<file path="config.mk">
export PLATFORM = sky130hd
export DESIGN_NAME = biped_center_of_pressure
export DESIGN_NICKNAME = d
export VERILOG_FILES = /design/src/hw/rtl/bcop_pkg.sv /design/src/hw/rtl/bcop_mul.sv /design/src/hw/rtl/bcop_div.sv /design/src/hw/rtl/biped_center_of_pressure.sv
export SDC_FILE = /design/constraint.sdc
export NUM_CORES = 2
export LEC_CHECK = 0
export BUFFER_PORTS_ARGS = -buffer_cell sky130_fd_sc_hd__buf_2
export CAP_MARGIN = 40
export CORE_MARGIN = 5
export CORE_UTILIZATION = 45
export DETAILED_ROUTE_END_ITERATION = 12
export GPL_ROUTABILITY_DRIVEN = 0
export PLACE_DENSITY = 0.74
export SKIP_CTS_REPAIR_TIMING = 1
export SLEW_MARGIN = 30
export SYNTH_ARGS = -nofsm -noshare
export SYNTH_HDL_FRONTEND = slang
export SYNTH_SLANG_ARGS = --single-unit
</file>
<file path="constraint.sdc">
create_clock -name clk -period 9.35 [get_ports clk]
set_input_delay 1.87 -clock clk [delete_from_list [all_inputs] [get_ports clk]]
set_output_delay 1.87 -clock clk [all_outputs]
set_load 0.005 [all_outputs]
</file>
<file path="src/hw/rtl/bcop_pkg.sv">
// bcop_pkg: widths, reset values and small helpers for the centre of pressure block
// used by bcop_mul, bcop_div, biped_center_of_pressure and bcop_chk; no dependencies
package bcop_pkg;

  localparam int DATA_W     = 32;                 // q16.16 sample and result width
  localparam int FRAC_BITS  = 16;
  localparam int MF_W       = DATA_W - 1;         // load threshold register width
  localparam int CNT_W      = $clog2(DATA_W);     // multiplier step counter
  localparam int ACC_W      = 2 * DATA_W;         // numerator accumulator width
  localparam int QUOT_W     = DATA_W + 3;         // quotient bits kept before clamping
  localparam int HI_W       = ACC_W - QUOT_W;     // numerator bits above the quotient window
  localparam int DIV_W      = DATA_W + 1;         // divisor width (sum of two forces)
  localparam int QCNT_W     = $clog2(QUOT_W);     // divider step counter
  localparam int SUM_W      = QUOT_W + 2;         // position plus signed quotient

  localparam int IN_TDATA_W  = 8 * DATA_W;
  localparam int OUT_FIELD_W = 4 * DATA_W + 3;
  localparam int OUT_TDATA_W = ((OUT_FIELD_W + 7) / 8) * 8;

  localparam logic [MF_W-1:0] MIN_FORCE_RST = MF_W'(655360);

  // magnitude of a two's complement word, the most negative value maps to 2^(w-1)
  function automatic logic [DATA_W-1:0] mag_of(input logic [DATA_W-1:0] v);
    return v[DATA_W-1] ? (~v + DATA_W'(1)) : v;
  endfunction

endpackage

</file>
<file path="src/hw/rtl/bcop_mul.sv">
// bcop_mul: bit-serial unsigned multiplier, one multiplier bit per cycle
// depends on bcop_pkg
module bcop_mul import bcop_pkg::*; (
  input  logic                clk,
  input  logic                rst_n,
  input  logic                start,
  input  logic [DATA_W-1:0]   a_mag,
  input  logic [DATA_W-1:0]   b_mag,
  output logic                done,
  output logic [ACC_W-1:0]    prod
);

  logic [DATA_W-1:0] mcand_r;
  logic [DATA_W-1:0] hi_r;
  logic [DATA_W-1:0] lo_r;
  logic [CNT_W-1:0]  cnt_r;
  logic              busy_r;
  logic              done_r;
  logic [DATA_W:0]   sum;

  // add the multiplicand when the current low bit is set, then shift right
  assign sum = {1'b0, hi_r} + (lo_r[0] ? {1'b0, mcand_r} : '0);

  always_ff @(posedge clk) begin
    if (!rst_n) begin
      busy_r <= 1'b0;
      done_r <= 1'b0;
      cnt_r  <= '0;
    end else begin
      done_r <= 1'b0;
      if (start) begin
        busy_r <= 1'b1;
        cnt_r  <= '0;
      end else if (busy_r) begin
        cnt_r <= cnt_r + CNT_W'(1);
        if (cnt_r == CNT_W'(DATA_W - 1)) begin
          busy_r <= 1'b0;
          done_r <= 1'b1;
        end
      end
    end
  end

  always_ff @(posedge clk) begin
    if (start) begin
      mcand_r <= a_mag;
      hi_r    <= '0;
      lo_r    <= b_mag;
    end else if (busy_r) begin
      hi_r <= sum[DATA_W:1];
      lo_r <= {sum[0], lo_r[DATA_W-1:1]};
    end
  end

  assign done = done_r;
  assign prod = {hi_r, lo_r};

endmodule

</file>
<file path="src/hw/rtl/bcop_div.sv">
// bcop_div: restoring divider, one quotient bit per cycle, with overflow detect
// depends on bcop_pkg
module bcop_div import bcop_pkg::*; (
  input  logic               clk,
  input  logic               rst_n,
  input  logic               start,
  input  logic [ACC_W-1:0]   num_mag,
  input  logic [DIV_W-1:0]   divisor,
  output logic               done,
  output logic               ovf,
  output logic [QUOT_W-1:0]  quot
);

  logic [DIV_W-1:0]  rem_r;
  logic [DIV_W-1:0]  dvs_r;
  logic [QUOT_W-1:0] q_r;
  logic [QCNT_W-1:0] cnt_r;
  logic              busy_r;
  logic              done_r;
  logic              ovf_r;
  logic              ovf_nxt;
  logic [DIV_W:0]    trial;
  logic [DIV_W+1:0]  diff;
  logic              ge;

  // quotient too wide for the window when the top bits already reach the divisor
  assign ovf_nxt = {{(DIV_W - HI_W){1'b0}}, num_mag[ACC_W-1:QUOT_W]} >= divisor;

  assign trial = {rem_r, q_r[QUOT_W-1]};
  assign diff  = {1'b0, trial} - {2'b00, dvs_r};
  assign ge    = !diff[DIV_W+1];

  always_ff @(posedge clk) begin
    if (!rst_n) begin
      busy_r <= 1'b0;
      done_r <= 1'b0;
      cnt_r  <= '0;
    end else begin
      done_r <= 1'b0;
      if (start) begin
        busy_r <= !ovf_nxt;
        done_r <= ovf_nxt;
        cnt_r  <= '0;
      end else if (busy_r) begin
        cnt_r <= cnt_r + QCNT_W'(1);
        if (cnt_r == QCNT_W'(QUOT_W - 1)) begin
          busy_r <= 1'b0;
          done_r <= 1'b1;
        end
      end
    end
  end

  always_ff @(posedge clk) begin
    if (start) begin
      ovf_r <= ovf_nxt;
      dvs_r <= divisor;
      rem_r <= {{(DIV_W - HI_W){1'b0}}, num_mag[ACC_W-1:QUOT_W]};
      q_r   <= num_mag[QUOT_W-1:0];
    end else if (busy_r) begin
      rem_r <= ge ? diff[DIV_W-1:0] : trial[DIV_W-1:0];
      q_r   <= {q_r[QUOT_W-2:0], ge};
    end
  end

  assign done = done_r;
  assign ovf  = ovf_r;
  assign quot = q_r;

endmodule

</file>
<file path="src/hw/rtl/biped_center_of_pressure.sv">
// biped_center_of_pressure: per-foot and combined centre of pressure from f/t words
// depends on bcop_pkg, bcop_mul, bcop_div
//
// channel  dir  handshake               payload
// in_      in   in_tvalid / in_tready   tuser: cmd; tdata: pos x,y,z, torque x,y, force x,y,z
// out_     out  out_tvalid / out_tready tdata: foot valid,x,y, both valid,x,y, clipped
// cfg_     in   cfg_valid / cfg_ready   cfg_data: min_force (always ready)
//
// one word at a time; every coordinate pass runs bit-serial multiplies and a serial divide
// (one quotient bit each step) on shared units
// unloaded foot: straight to the output register; loaded foot: x and y passes; right foot
// with both loaded: two more passes with two products each
// synchronous active-low reset; stored left foot state clears to unloaded and zero
// a finished word waits in the output register; the next word is taken once it is placed
module biped_center_of_pressure import bcop_pkg::*; (
  input  logic                   clk,
  input  logic                   rst_n,
  // input words
  input  logic                   in_tvalid,
  output logic                   in_tready,
  input  logic [IN_TDATA_W-1:0]  in_tdata,   // pos_x, pos_y, pos_z, torque_x, torque_y,
                                             // force_x, force_y, force_z (32 bits each)
  input  logic                   in_tuser,   // cmd: 0 left foot, 1 right foot
  // result words
  output logic                   out_tvalid,
  input  logic                   out_tready,
  output logic [OUT_TDATA_W-1:0] out_tdata,  // foot_valid, foot_x, foot_y, both_valid,
                                             // both_x, both_y, clipped, zero pad
  // threshold register
  input  logic                   cfg_valid,
  output logic                   cfg_ready,
  input  logic [MF_W-1:0]        cfg_data
);

  // sequencer states
  localparam logic [2:0] ST_IDLE  = 3'd0;
  localparam logic [2:0] ST_SETUP = 3'd1;
  localparam logic [2:0] ST_MUL   = 3'd2;
  localparam logic [2:0] ST_ACC   = 3'd3;
  localparam logic [2:0] ST_DGO   = 3'd4;
  localparam logic [2:0] ST_DIV   = 3'd5;
  localparam logic [2:0] ST_FIN   = 3'd6;
  localparam logic [2:0] ST_DONE  = 3'd7;

  // coordinate passes
  localparam logic [1:0] PASS_FX = 2'd0;
  localparam logic [1:0] PASS_FY = 2'd1;
  localparam logic [1:0] PASS_BX = 2'd2;
  localparam logic [1:0] PASS_BY = 2'd3;

  localparam logic CMD_RIGHT = 1'b1;

  logic [2:0]        state_r;
  logic [1:0]        pass_r;
  logic              term_r;
  logic [MF_W-1:0]   min_force_r;

  // latched sample
  logic              cmd_r, loaded_r;
  logic [DATA_W-1:0] px_r, py_r, pz_r, tx_r, ty_r, fx_r, fy_r, fz_r;

  // kept left foot result
  logic              lload_r;
  logic [DATA_W-1:0] lcx_r, lcy_r, lfz_r;

  // working results
  logic [DATA_W-1:0] cx_r, cy_r, bx_r, by_r;
  logic              both_r, clip_r;
  logic [ACC_W-1:0]  num_r;
  logic              prod_neg_r;

  logic                   out_valid_r;
  logic [OUT_TDATA_W-1:0] out_data_r;

  logic              in_acc;
  logic              combined;
  logic              op_term;
  logic              mul_start, mul_done;
  logic [DATA_W-1:0] op_a, op_b;
  logic              op_sub;
  logic [ACC_W-1:0]  prod;
  logic              prod_neg;
  logic [ACC_W-1:0]  num_base;
  logic              num_neg;
  logic [ACC_W-1:0]  num_mag;
  logic [DIV_W-1:0]  divisor;
  logic              div_start, div_done, div_ovf;
  logic [QUOT_W-1:0] quot;
  logic [QUOT_W-1:0] q_mag;
  logic [SUM_W-1:0]  q_sgn;
  logic [SUM_W-1:0]  pos_ext;
  logic [SUM_W-1:0]  coord_sum;
  logic              coord_ovf;
  logic [DATA_W-1:0] coord_sat;
  logic              out_load;

  assign in_tready = (state_r == ST_IDLE);
  assign in_acc    = in_tvalid && in_tready;
  assign cfg_ready = 1'b1;
  assign combined  = (pass_r == PASS_BX) || (pass_r == PASS_BY);
  // the second product of the weighted mean is launched from the first accumulate cycle
  assign op_term   = term_r || (state_r == ST_ACC);

  // operands of the current product: pz times a horizontal force for one foot,
  // or a vertical force times a foot coordinate for the weighted mean
  always_comb begin
    op_a   = pz_r;
    op_b   = fx_r;
    op_sub = 1'b1;
    unique case (pass_r)
      PASS_FX: begin
        op_a = pz_r;  op_b = fx_r;  op_sub = 1'b1;
      end
      PASS_FY: begin
        op_a = pz_r;  op_b = fy_r;  op_sub = 1'b1;
      end
      PASS_BX: begin
        op_a = op_term ? fz_r : lfz_r;  op_b = op_term ? cx_r : lcx_r;  op_sub = 1'b0;
      end
      PASS_BY: begin
        op_a = op_term ? fz_r : lfz_r;  op_b = op_term ? cy_r : lcy_r;  op_sub = 1'b0;
      end
      default: begin
        op_a = pz_r;  op_b = fx_r;  op_sub = 1'b1;
      end
    endcase
  end

  // numerator starts from the torque term in q32.32, or zero for the weighted mean
  always_comb begin
    num_base = '0;
    if (pass_r == PASS_FX) begin
      num_base = ~{{(DATA_W - FRAC_BITS){ty_r[DATA_W-1]}}, ty_r, {FRAC_BITS{1'b0}}}
                 + ACC_W'(1);
    end else if (pass_r == PASS_FY) begin
      num_base = {{(DATA_W - FRAC_BITS){tx_r[DATA_W-1]}}, tx_r, {FRAC_BITS{1'b0}}};
    end
  end

  assign mul_start = (state_r == ST_SETUP) || (state_r == ST_ACC && combined && !term_r);
  assign prod_neg  = op_a[DATA_W-1] ^ op_b[DATA_W-1] ^ op_sub;

  bcop_mul u_mul (
    .clk   (clk),
    .rst_n (rst_n),
    .start (mul_start),
    .a_mag (mag_of(op_a)),
    .b_mag (mag_of(op_b)),
    .done  (mul_done),
    .prod  (prod)
  );

  // divide the magnitude, sign restored afterwards so the quotient truncates to zero
  assign num_neg   = num_r[ACC_W-1];
  assign num_mag   = num_neg ? (~num_r + ACC_W'(1)) : num_r;
  assign divisor   = combined ? ({1'b0, lfz_r} + {1'b0, fz_r}) : {1'b0, fz_r};
  assign div_start = (state_r == ST_DGO);

  bcop_div u_div (
    .clk     (clk),
    .rst_n   (rst_n),
    .start   (div_start),
    .num_mag (num_mag),
    .divisor (divisor),
    .done    (div_done),
    .ovf     (div_ovf),
    .quot    (quot)
  );

  // an overflowed quotient is clamped wide enough to saturate any position
  assign q_mag = div_ovf ? {QUOT_W{1'b1}} : quot;
  assign q_sgn = num_neg ? (~{2'b00, q_mag} + SUM_W'(1)) : {2'b00, q_mag};

  always_comb begin
    pos_ext = '0;
    if (pass_r == PASS_FX) begin
      pos_ext = {{(SUM_W - DATA_W){px_r[DATA_W-1]}}, px_r};
    end else if (pass_r == PASS_FY) begin
      pos_ext = {{(SUM_W - DATA_W){py_r[DATA_W-1]}}, py_r};
    end
  end

  assign coord_sum = pos_ext + q_sgn;
  // in range only when every bit above the sign matches it
  assign coord_ovf = (coord_sum[SUM_W-1:DATA_W-1] != {(SUM_W - DATA_W + 1){1'b0}}) &&
                     (coord_sum[SUM_W-1:DATA_W-1] != {(SUM_W - DATA_W + 1){1'b1}});
  assign coord_sat = !coord_ovf ? coord_sum[DATA_W-1:0] :
                     coord_sum[SUM_W-1] ? {1'b1, {(DATA_W - 1){1'b0}}} :
                                          {1'b0, {(DATA_W - 1){1'b1}}};

  assign out_load = (state_r == ST_DONE) && (!out_valid_r || out_tready);

  // threshold register
  always_ff @(posedge clk) begin
    if (!rst_n) begin
      min_force_r <= MIN_FORCE_RST;
    end else if (cfg_valid && cfg_ready) begin
      min_force_r <= cfg_data;
    end
  end

  // sequencer
  always_ff @(posedge clk) begin
    if (!rst_n) begin
      state_r <= ST_IDLE;
      pass_r  <= PASS_FX;
      term_r  <= 1'b0;
      lload_r <= 1'b0;
      lcx_r   <= '0;
      lcy_r   <= '0;
      lfz_r   <= '0;
    end else begin
      unique case (state_r)
        ST_IDLE: begin
          if (in_acc) begin
            pass_r  <= PASS_FX;
            term_r  <= 1'b0;
            state_r <= ($signed(in_tdata[8*DATA_W-1:7*DATA_W]) >
                        $signed({1'b0, min_force_r})) ? ST_SETUP : ST_DONE;
          end
        end
        ST_SETUP: state_r <= ST_MUL;
        ST_MUL: begin
          if (mul_done) begin
            state_r <= ST_ACC;
          end
        end
        ST_ACC: begin
          if (combined && !term_r) begin
            term_r  <= 1'b1;
            state_r <= ST_MUL;
          end else begin
            state_r <= ST_DGO;
          end
        end
        ST_DGO: state_r <= ST_DIV;
        ST_DIV: begin
          if (div_done) begin
            state_r <= ST_FIN;
          end
        end
        ST_FIN: begin
          term_r <= 1'b0;
          unique case (pass_r)
            PASS_FX: begin
              pass_r  <= PASS_FY;
              state_r <= ST_SETUP;
            end
            PASS_FY: begin
              if (cmd_r == CMD_RIGHT && lload_r) begin
                pass_r  <= PASS_BX;
                state_r <= ST_SETUP;
              end else begin
                state_r <= ST_DONE;
              end
            end
            PASS_BX: begin
              pass_r  <= PASS_BY;
              state_r <= ST_SETUP;
            end
            PASS_BY: state_r <= ST_DONE;
            default: state_r <= ST_DONE;
          endcase
        end
        ST_DONE: begin
          if (out_load) begin
            state_r <= ST_IDLE;
            // a left word replaces the kept left foot, loaded or not
            if (cmd_r != CMD_RIGHT) begin
              lload_r <= loaded_r;
              lcx_r   <= cx_r;
              lcy_r   <= cy_r;
              lfz_r   <= loaded_r ? fz_r : '0;
            end
          end
        end
        default: state_r <= ST_IDLE;
      endcase
    end
  end

  // sample capture and datapath registers
  always_ff @(posedge clk) begin
    if (in_acc) begin
      cmd_r    <= in_tuser;
      px_r     <= in_tdata[1*DATA_W-1:0*DATA_W];
      py_r     <= in_tdata[2*DATA_W-1:1*DATA_W];
      pz_r     <= in_tdata[3*DATA_W-1:2*DATA_W];
      tx_r     <= in_tdata[4*DATA_W-1:3*DATA_W];
      ty_r     <= in_tdata[5*DATA_W-1:4*DATA_W];
      fx_r     <= in_tdata[6*DATA_W-1:5*DATA_W];
      fy_r     <= in_tdata[7*DATA_W-1:6*DATA_W];
      fz_r     <= in_tdata[8*DATA_W-1:7*DATA_W];
      loaded_r <= $signed(in_tdata[8*DATA_W-1:7*DATA_W]) > $signed({1'b0, min_force_r});
      cx_r     <= '0;
      cy_r     <= '0;
      bx_r     <= '0;
      by_r     <= '0;
      both_r   <= 1'b0;
      clip_r   <= 1'b0;
    end
    // sign of the product in flight, kept until it is accumulated
    if (mul_start) begin
      prod_neg_r <= prod_neg;
    end
    if (state_r == ST_SETUP) begin
      num_r <= num_base;
    end else if (state_r == ST_ACC) begin
      num_r <= prod_neg_r ? (num_r - prod) : (num_r + prod);
    end
    if (state_r == ST_FIN) begin
      clip_r <= clip_r | coord_ovf;
      unique case (pass_r)
        PASS_FX: cx_r <= coord_sat;
        PASS_FY: cy_r <= coord_sat;
        PASS_BX: bx_r <= coord_sat;
        PASS_BY: begin
          by_r   <= coord_sat;
          both_r <= 1'b1;
        end
        default: cx_r <= coord_sat;
      endcase
    end
  end

  // output register
  always_ff @(posedge clk) begin
    if (!rst_n) begin
      out_valid_r <= 1'b0;
    end else if (out_load) begin
      out_valid_r <= 1'b1;
    end else if (out_tready) begin
      out_valid_r <= 1'b0;
    end
  end

  always_ff @(posedge clk) begin
    if (out_load) begin
      out_data_r <= {{(OUT_TDATA_W - OUT_FIELD_W){1'b0}},
                     clip_r, by_r, bx_r, both_r, cy_r, cx_r, loaded_r};
    end
  end

  assign out_tvalid = out_valid_r;
  assign out_tdata  = out_data_r;

endmodule

</file>
=== Word-level counts from Yosys, hierarchy flattened ===
Cells that the tools add are included.
W data, S select, Z words.

* Register bits after elaboration: 932
* Input bits: 293
* Output and inout port bits: 139
* Word-level logic and storage cells: 198

* Add/sub/neg operators: 13
* Order comparisons: 2
* Equality and inequality tests: 20
* Multiplexer cells: 74
* Bitwise operators: 11
* Reductions and logical operators: 35

{| class="wikitable"
|+ Operator list
! operator !! number
|-
| $mux W32 || 22
|-
| $mux W64 || 6
|-
| $add A64 B1 Y64 const B || 2
|-
| $not A64 Y64 || 2
|-
| $pmux W32 S4 || 1
|-
| $mux W37 || 3
|-
| $mux W35 || 3
|-
| $mux W33 || 2
|-
| $add A32 B1 Y32 const B || 2
|-
| $add A64 B64 Y64 || 1
|-
| $not A32 Y32 || 2
|-
| $pmux W32 S2 || 1
|-
| $sub A64 B64 Y64 || 1
|-
| $mux W29 || 2
|-
| $add A37 B1 Y37 const B || 1
|-
| $add A37 B37 Y37 || 1
|-
| $not A35 Y37 || 1
|-
| $sub A34 B33 Y35 || 1
|-
| $add A32 B32 Y33 || 1
|-
| $add A32 B33 Y33 || 1
|-
| $ge A29 B33 Y1 || 1
|-
| $gt A32 B32 Y1 || 1
|-
| $mux W31 || 1
|-
| $pmux W3 S8 || 1
|-
| 37 further kinds || 95
|}

=== Longest topological paths before layout ===
* Depth in word-level cells: 10
* Depth in mapped cells: 28
* Gate-level depth less buffers: 23

=== Modules after synthesis ===
From an unflattened synthesis, not the netlist that was laid out.

* Cells, all modules: 5480
* Area, all modules: 54108.1 um2

{| class="wikitable"
|+ By module, submodules not included
! module !! times used !! cells each !! area each (um2) !! seq. area each (um2)
|-
| biped_center_of_pressure || 1 || 4224 || 41185.8 || 18948.2
|-
| bcop_div || 1 || 705 || 7259.5 || 3183.1
|-
| bcop_mul || 1 || 551 || 5662.9 || 2702.6
|}

=== Worst setup path before layout ===
OpenSTA, ideal clock, no wires.

* Path type: input to register
* Start: in in_tvalid
* End: reg by_r[1]
* Setup time: 0.124 ns
* Arrival time: 8.254 ns
* Data required time: 9.226 ns
* Path slack: 0.972 ns
* Cell stages on the path: 6
* Path buffers: 1
* Cell sequence: nand2_1 > inv_1 > nor2_1 > clkbuf_1 > a21oi_1 > o31ai_2

* Word-level cells in the longest chain between the ends: 4

{| class="wikitable"
|+ RTL lines
! item !! line !! RTL
|-
| from (decl) || biped_center_of_pressure.sv:19 || <nowiki>input logic in_tvalid,</nowiki>
|-
| $logic_and A1 B1 Y1 (*) || biped_center_of_pressure.sv:98 || <nowiki>assign in_acc = in_tvalid && in_tready;</nowiki>
|-
| named net in_acc || biped_center_of_pressure.sv:75 || <nowiki>logic in_acc;</nowiki>
|-
| $mux W32 (*) || biped_center_of_pressure.sv:284 || <nowiki>if (in_acc) begin</nowiki>
|-
| $mux W32 || biped_center_of_pressure.sv:313 || <nowiki>unique case (pass_r)</nowiki>
|-
| $mux W32 (*) || biped_center_of_pressure.sv:311 || <nowiki>if (state_r == ST_FIN) begin</nowiki>
|-
| to (signal assigned) || biped_center_of_pressure.sv:318 || <nowiki>by_r <= coord_sat;</nowiki>
|-
| to (decl) || biped_center_of_pressure.sv:67 || <nowiki>logic [DATA_W-1:0] cx_r, cy_r, bx_r, by_r;</nowiki>
|}

The timed path passes the listed nets; every way through them passes the cells marked *.
A chain may end at the register's enable or synchronous reset.

=== Final worst setup path ===
* Start: reg u_div.q_r[2], in the netlist u_div.quot[2]
* End: reg clip_r, data pin

* Word-level cells in the longest chain between the ends: 9
* Elaborated cells between the ends (all ways): 10
* Those cells by class: add/sub (2); eq/ne (1); mux (3); bitwise (2); reduce/logical (2)

{| class="wikitable"
|+ RTL lines
! item !! line !! RTL
|-
| from (decl) || bcop_div.sv:16 || <nowiki>logic [QUOT_W-1:0] q_r;</nowiki>
|-
| from (signal assigned) || bcop_div.sv:59 || <nowiki>q_r <= num_mag[QUOT_W-1:0];</nowiki>
|-
| from (signal assigned) || bcop_div.sv:62 || <nowiki>q_r <= {q_r[QUOT_W-2:0], ge};</nowiki>
|-
| $mux W35 (*) || biped_center_of_pressure.sv:171 || <nowiki>assign q_mag = div_ovf ? {QUOT_W{1'b1}} : quot;</nowiki>
|-
| $not A35 Y37 || biped_center_of_pressure.sv:172 || <nowiki>assign q_sgn = num_neg ? (~{2'b00, q_mag} + SUM_W'(1)) : {2'b00, q_mag};</nowiki>
|-
| $add A37 B1 Y37 || biped_center_of_pressure.sv:172 ||
|-
| $mux W37 (*) || biped_center_of_pressure.sv:172 ||
|-
| $add A37 B37 Y37 (*) || biped_center_of_pressure.sv:183 || <nowiki>assign coord_sum = pos_ext + q_sgn;</nowiki>
|-
| $ne A6 B6 Y1 or $reduce_bool A6 Y1 (tied branches) || biped_center_of_pressure.sv:186, biped_center_of_pressure.sv:185 ||
|-
| $logic_and A1 B1 Y1 (*) || biped_center_of_pressure.sv:185 || <nowiki>assign coord_ovf = (coord_sum[SUM_W-1:DATA_W-1] != {(SUM_W - DATA_W + 1){1'b0}}) &&</nowiki>
|-
| $or A1 B1 Y1 (*) || biped_center_of_pressure.sv:312 || <nowiki>clip_r <= clip_r | coord_ovf;</nowiki>
|-
| $mux W1 (*) || biped_center_of_pressure.sv:311 ||
|-
| to (signal assigned) || biped_center_of_pressure.sv:312 ||
|-
| to (decl) || biped_center_of_pressure.sv:68 || <nowiki>logic both_r, clip_r;</nowiki>
|}

Every way passes the cells marked *; elsewhere a longest branch is shown, timed or not.

==> run_results.csv <==
group,metric,value,unit
synth,yosys.area.top_type,"edfxtp_1",
timing,finalSetupViolCount,0,
synth,synth_top_area_share,0.347,
job,max-cap-violations,0,
grt,grt_pass1_vias,42287,
clock_network,clkTransAtPathRegs,0.07,ns
worst_setup_path,crit_cells,24,
synth,yosys-top-cells-area,"edfxtp_1 (35%), dfxtp_1 (12%), ha_1 (6.4%)",
timing,fin_setup_tns,0,ns
worst_hold_path,hold_depth,0,
drt,vias,45006,
finish,syn_to_final_growth,14.0,%
worst_setup_path,worstSetupEndpoint,"clip_r$_SDFFCE_PN0P_",
grt,antenna_found_initial,11,
worst_setup_path,reg2regPathDepth,24,
synth,synth_ff_type,"edfxtp_1",
floorplanning,initial_utilization,0.452,
synth,ys_seq_area_frac,0.466,
worst_setup_path,path_cells,"nor4_1 > nand4_1 > or3_1 > or4_1 > or3_1 > nor2_1 > nand2_1 > nor2_1 > nor3b_1 > a21oi_1 > o22ai_1 > ha_1 > inv_1 > nor2_1 > nor2_1 > o221ai_1 > a21oi_1 > o21ai_0 > o41a_2 > and2_4 > o41a_4 > buf_12 > buf_12 > o21a_1",
worst_setup_path,crit_path_end_kind,"flop",
floorplanning,ios,432,
clock_network,cts_tree,"done",
clock_network,htree_levels,3,
timing,holdWs,0.380,ns
synth,ys_ff_latch,932,
grt,grt_overflow,0,
worst_setup_path,critPathMaxFanout,45,
synth,synth_edf_count,617,
timing,final_hold_viol_count,0,
synth,synth_cell_type_count,95,
placed_design,portBuffers,425,
worst_setup_path,worstSetupPathType,"flop to flop",
timing,rsz0062_at_grt,"no",
floorplanning,dieHeight,354,µm
worst_setup_path,crit_top_cell,"nor2_1",
clock_network,cts.sinks,932,
worst_setup_path,critPathRequiredTime,9.82,ns
timing,fin_crit_sh,0.757,
timing,relSlewSlack,0.342,
timing,fin_crit,7.07,ns
synth,syn-instance-count,5568,
timing,fin_worst_skew,0.102,ns
clock_network,clock_latency,0.77,ns
placed_design,placed_cell_area,57200,µm²
worst_setup_path,slowest_stage,"o41a_4",
worst_hold_path,hold_path_startpoint,"bx_r[31]$_DFF_P_",
finish,final_nets,6478,
finish,drive_above_1_share,0.131,
power_and_ir_drop,p_total,22.6,mW
synth,syn_avg_cell_area,9.58,µm²
drt,wl,166000,µm
placed_design,dp_slack,2.38,ns
finish,fillers,10389,
clock_network,root_buffer,"clkbuf_16",
drt,wl_per_cell,22.0,µm
drt,ant_nets,0,
worst_setup_path,crit_path_start,"u_div.quot[2]$_DFFE_PP_",
clock_network,cts_buffers,99,
floorplanning,core_region_area,118000,µm²
grt,grt.total_usage,0.252,
floorplanning,dieArea,126000,µm²
clock_network,cts_buffer_depth,3,
finish,final_area,60800,µm²
timing,worst_pin_slew,0.980,ns
worst_hold_path,min_path_type,"flop to flop",
timing,drv_slew,0,
drt,first_pass_iters,6,
power_and_ir_drop,ir_drop,0.287,mV
floorplanning,fp-row-count,126,
timing,fmax,141,MHz
worst_setup_path,start_kind,"flop",
synth,ys_warn_count,0,
timing,fin_ws,2.28,ns
grt,grt_max_degree,136,
finish,final_util,0.516,
power_and_ir_drop,p_per_area,372,nW/µm²
placed_design,dp.cells,7333,
power_and_ir_drop,leakagePower,23.0,nW
drt,drtIter0Drc,4914,
synth,syn-cell-area,53300,µm²
worst_setup_path,cp_data_arrival_time,7.55,ns
finish,instances_no_fill,7539,
drt,drc,0,
grt,grt_pass1_wl,250000,µm
placed_design,place_hpwl,122000,µm
synth,synthArstFlopShare,0,
worst_setup_path,critical_path_buf_inv_count,3,
worst_setup_path,critPathMaxStageDelay,0.62,ns
outcome,status,"finished, final reports clean",
drt,viasPerCell,5.97,
worst_setup_path,r2r-start,"u_div.quot[2]$_DFFE_PP_",
worst_setup_path,r2r-end,"clip_r$_SDFFCE_PN0P_",
floorplanning,die_x,354,µm
worst_setup_path,cp_top_family,"simple AND/OR/NAND/NOR gates",
worst_setup_path,ff2ff_setup_slack,2.28,ns
## worst min-delay path by stage
stage | end | slack [ns]
floorplan | out_tdata[129]$_DFFE_PP_ | 0.41
global placement | out_tdata[97]$_DFFE_PP_ | 0.41
detailed placement | out_tdata[120]$_DFFE_PP_ | 0.42
CTS | out_tdata[97]$_DFFE_PP_ | 0.38
global route | out_tdata[97]$_DFFE_PP_ | 0.41
finish | out_tdata[97]$_DFFE_PP_ | 0.38
## layout make-up
type	instances	area [µm²]	area share
Inverter	189	717	0.0118
Clock inverter	63	791	0.0130
Timing Repair Buffer	517	2980	0.0490
Tap cell	1536	1920	0.0316
Sequential cell	932	24800	0.408
Clock buffer	123	2680	0.0441
Multi-Input combinational cell	4170	26900	0.442
Antenna cell	9	22.5	0.000370
## cells in the mapped netlist, drive strengths merged, types with 21 or more instances
| cell type | instances |
|---|---|
| o21ai | 381 |
| o31ai | 58 |
| o22ai | 21 |
| or3 | 35 |
| mux2i | 121 |
| nand2b | 56 |
| nand3 | 123 |
| nor2b | 82 |
| xnor2 | 253 |
| buf | 41 |
| xor2 | 133 |
| dfxtp | 315 |
| a21oi | 447 |
| mux2 | 26 |
| or2 | 30 |
| a21o | 102 |
| and2 | 64 |
| a211oi | 32 |
| and3 | 24 |
| o41ai | 27 |
| a31oi | 90 |
| ha | 271 |
| o21bai | 26 |
| or4 | 30 |
| nand4 | 41 |
| clkbuf | 240 |
| nor4 | 34 |
| o21a | 63 |
| nand2 | 717 |
| edfxtp | 617 |
| inv | 186 |
| o211ai | 24 |
| nor3 | 89 |
| nor2 | 388 |
| a221oi | 30 |
| a22o | 35 |
| a21boi | 112 |
## registers in the layout, summed over array words and instances, names as in the netlist, 33 cells and up
signal	count
num_r	64
out_tdata	131
u_div.dvs_r	33
u_div.quot	35
u_div.rem_r	33
## routing by layer
metal | vias up | track usage | share of wire
met1 | 21462 | 0.343 | 0.42
met2 | 2178 | 0.392 | 0.44
met3 | 367 | 0.0507 | 0.094
met5 | - | 0 | 0
li1 | 20999 | - | -
met4 | 0 | 0.106 | 0.047
## kinds of logic after synthesis
| group | Yosys count | share of synthesized area |
|---|---|---|
| and+or+nand+nor | 1771 | 0.154 |
| AOI/OAI and AO/OA | 1584 | 0.189 |
| DFF | 932 | 0.466 |
| buffers and inverters | 470 | 0.0344 |
| xor gates and xnor gates | 386 | 0.0634 |
| adders and majority gates | 276 | 0.0654 |
| muxes | 147 | 0.0282 |
| other | 2 | 0.000141 |
## cells in the final DEF, fill, tap and decap left out, types with 60 or more instances in the layout
master	n
nand2_1	714
edfxtp_1	617
a21oi_1	447
buf_2	432
nor2_1	380
o21ai_0	379
dfxtp_1	314
ha_1	269
xnor2_1	250
inv_1	182
xor2_1	132
nand3_1	122
mux2i_1	120
a21boi_0	112
clkbuf_16	103
a21o_1	102
a31oi_1	86
nor3_1	85
nor2b_1	81
buf_4	64
o21a_1	63
and2_1	60
## power by group
part / switching [mW] / internal, mW / leakage, nW
combinational: 7.32 / 4.29 / 13.0
sequential: 1.03 / 5.86 / 8.30
clock: 1.79 / 2.35 / 1.66
total: 10.1 / 12.5 / 23.0
Power figures use the tool's default switching activity.
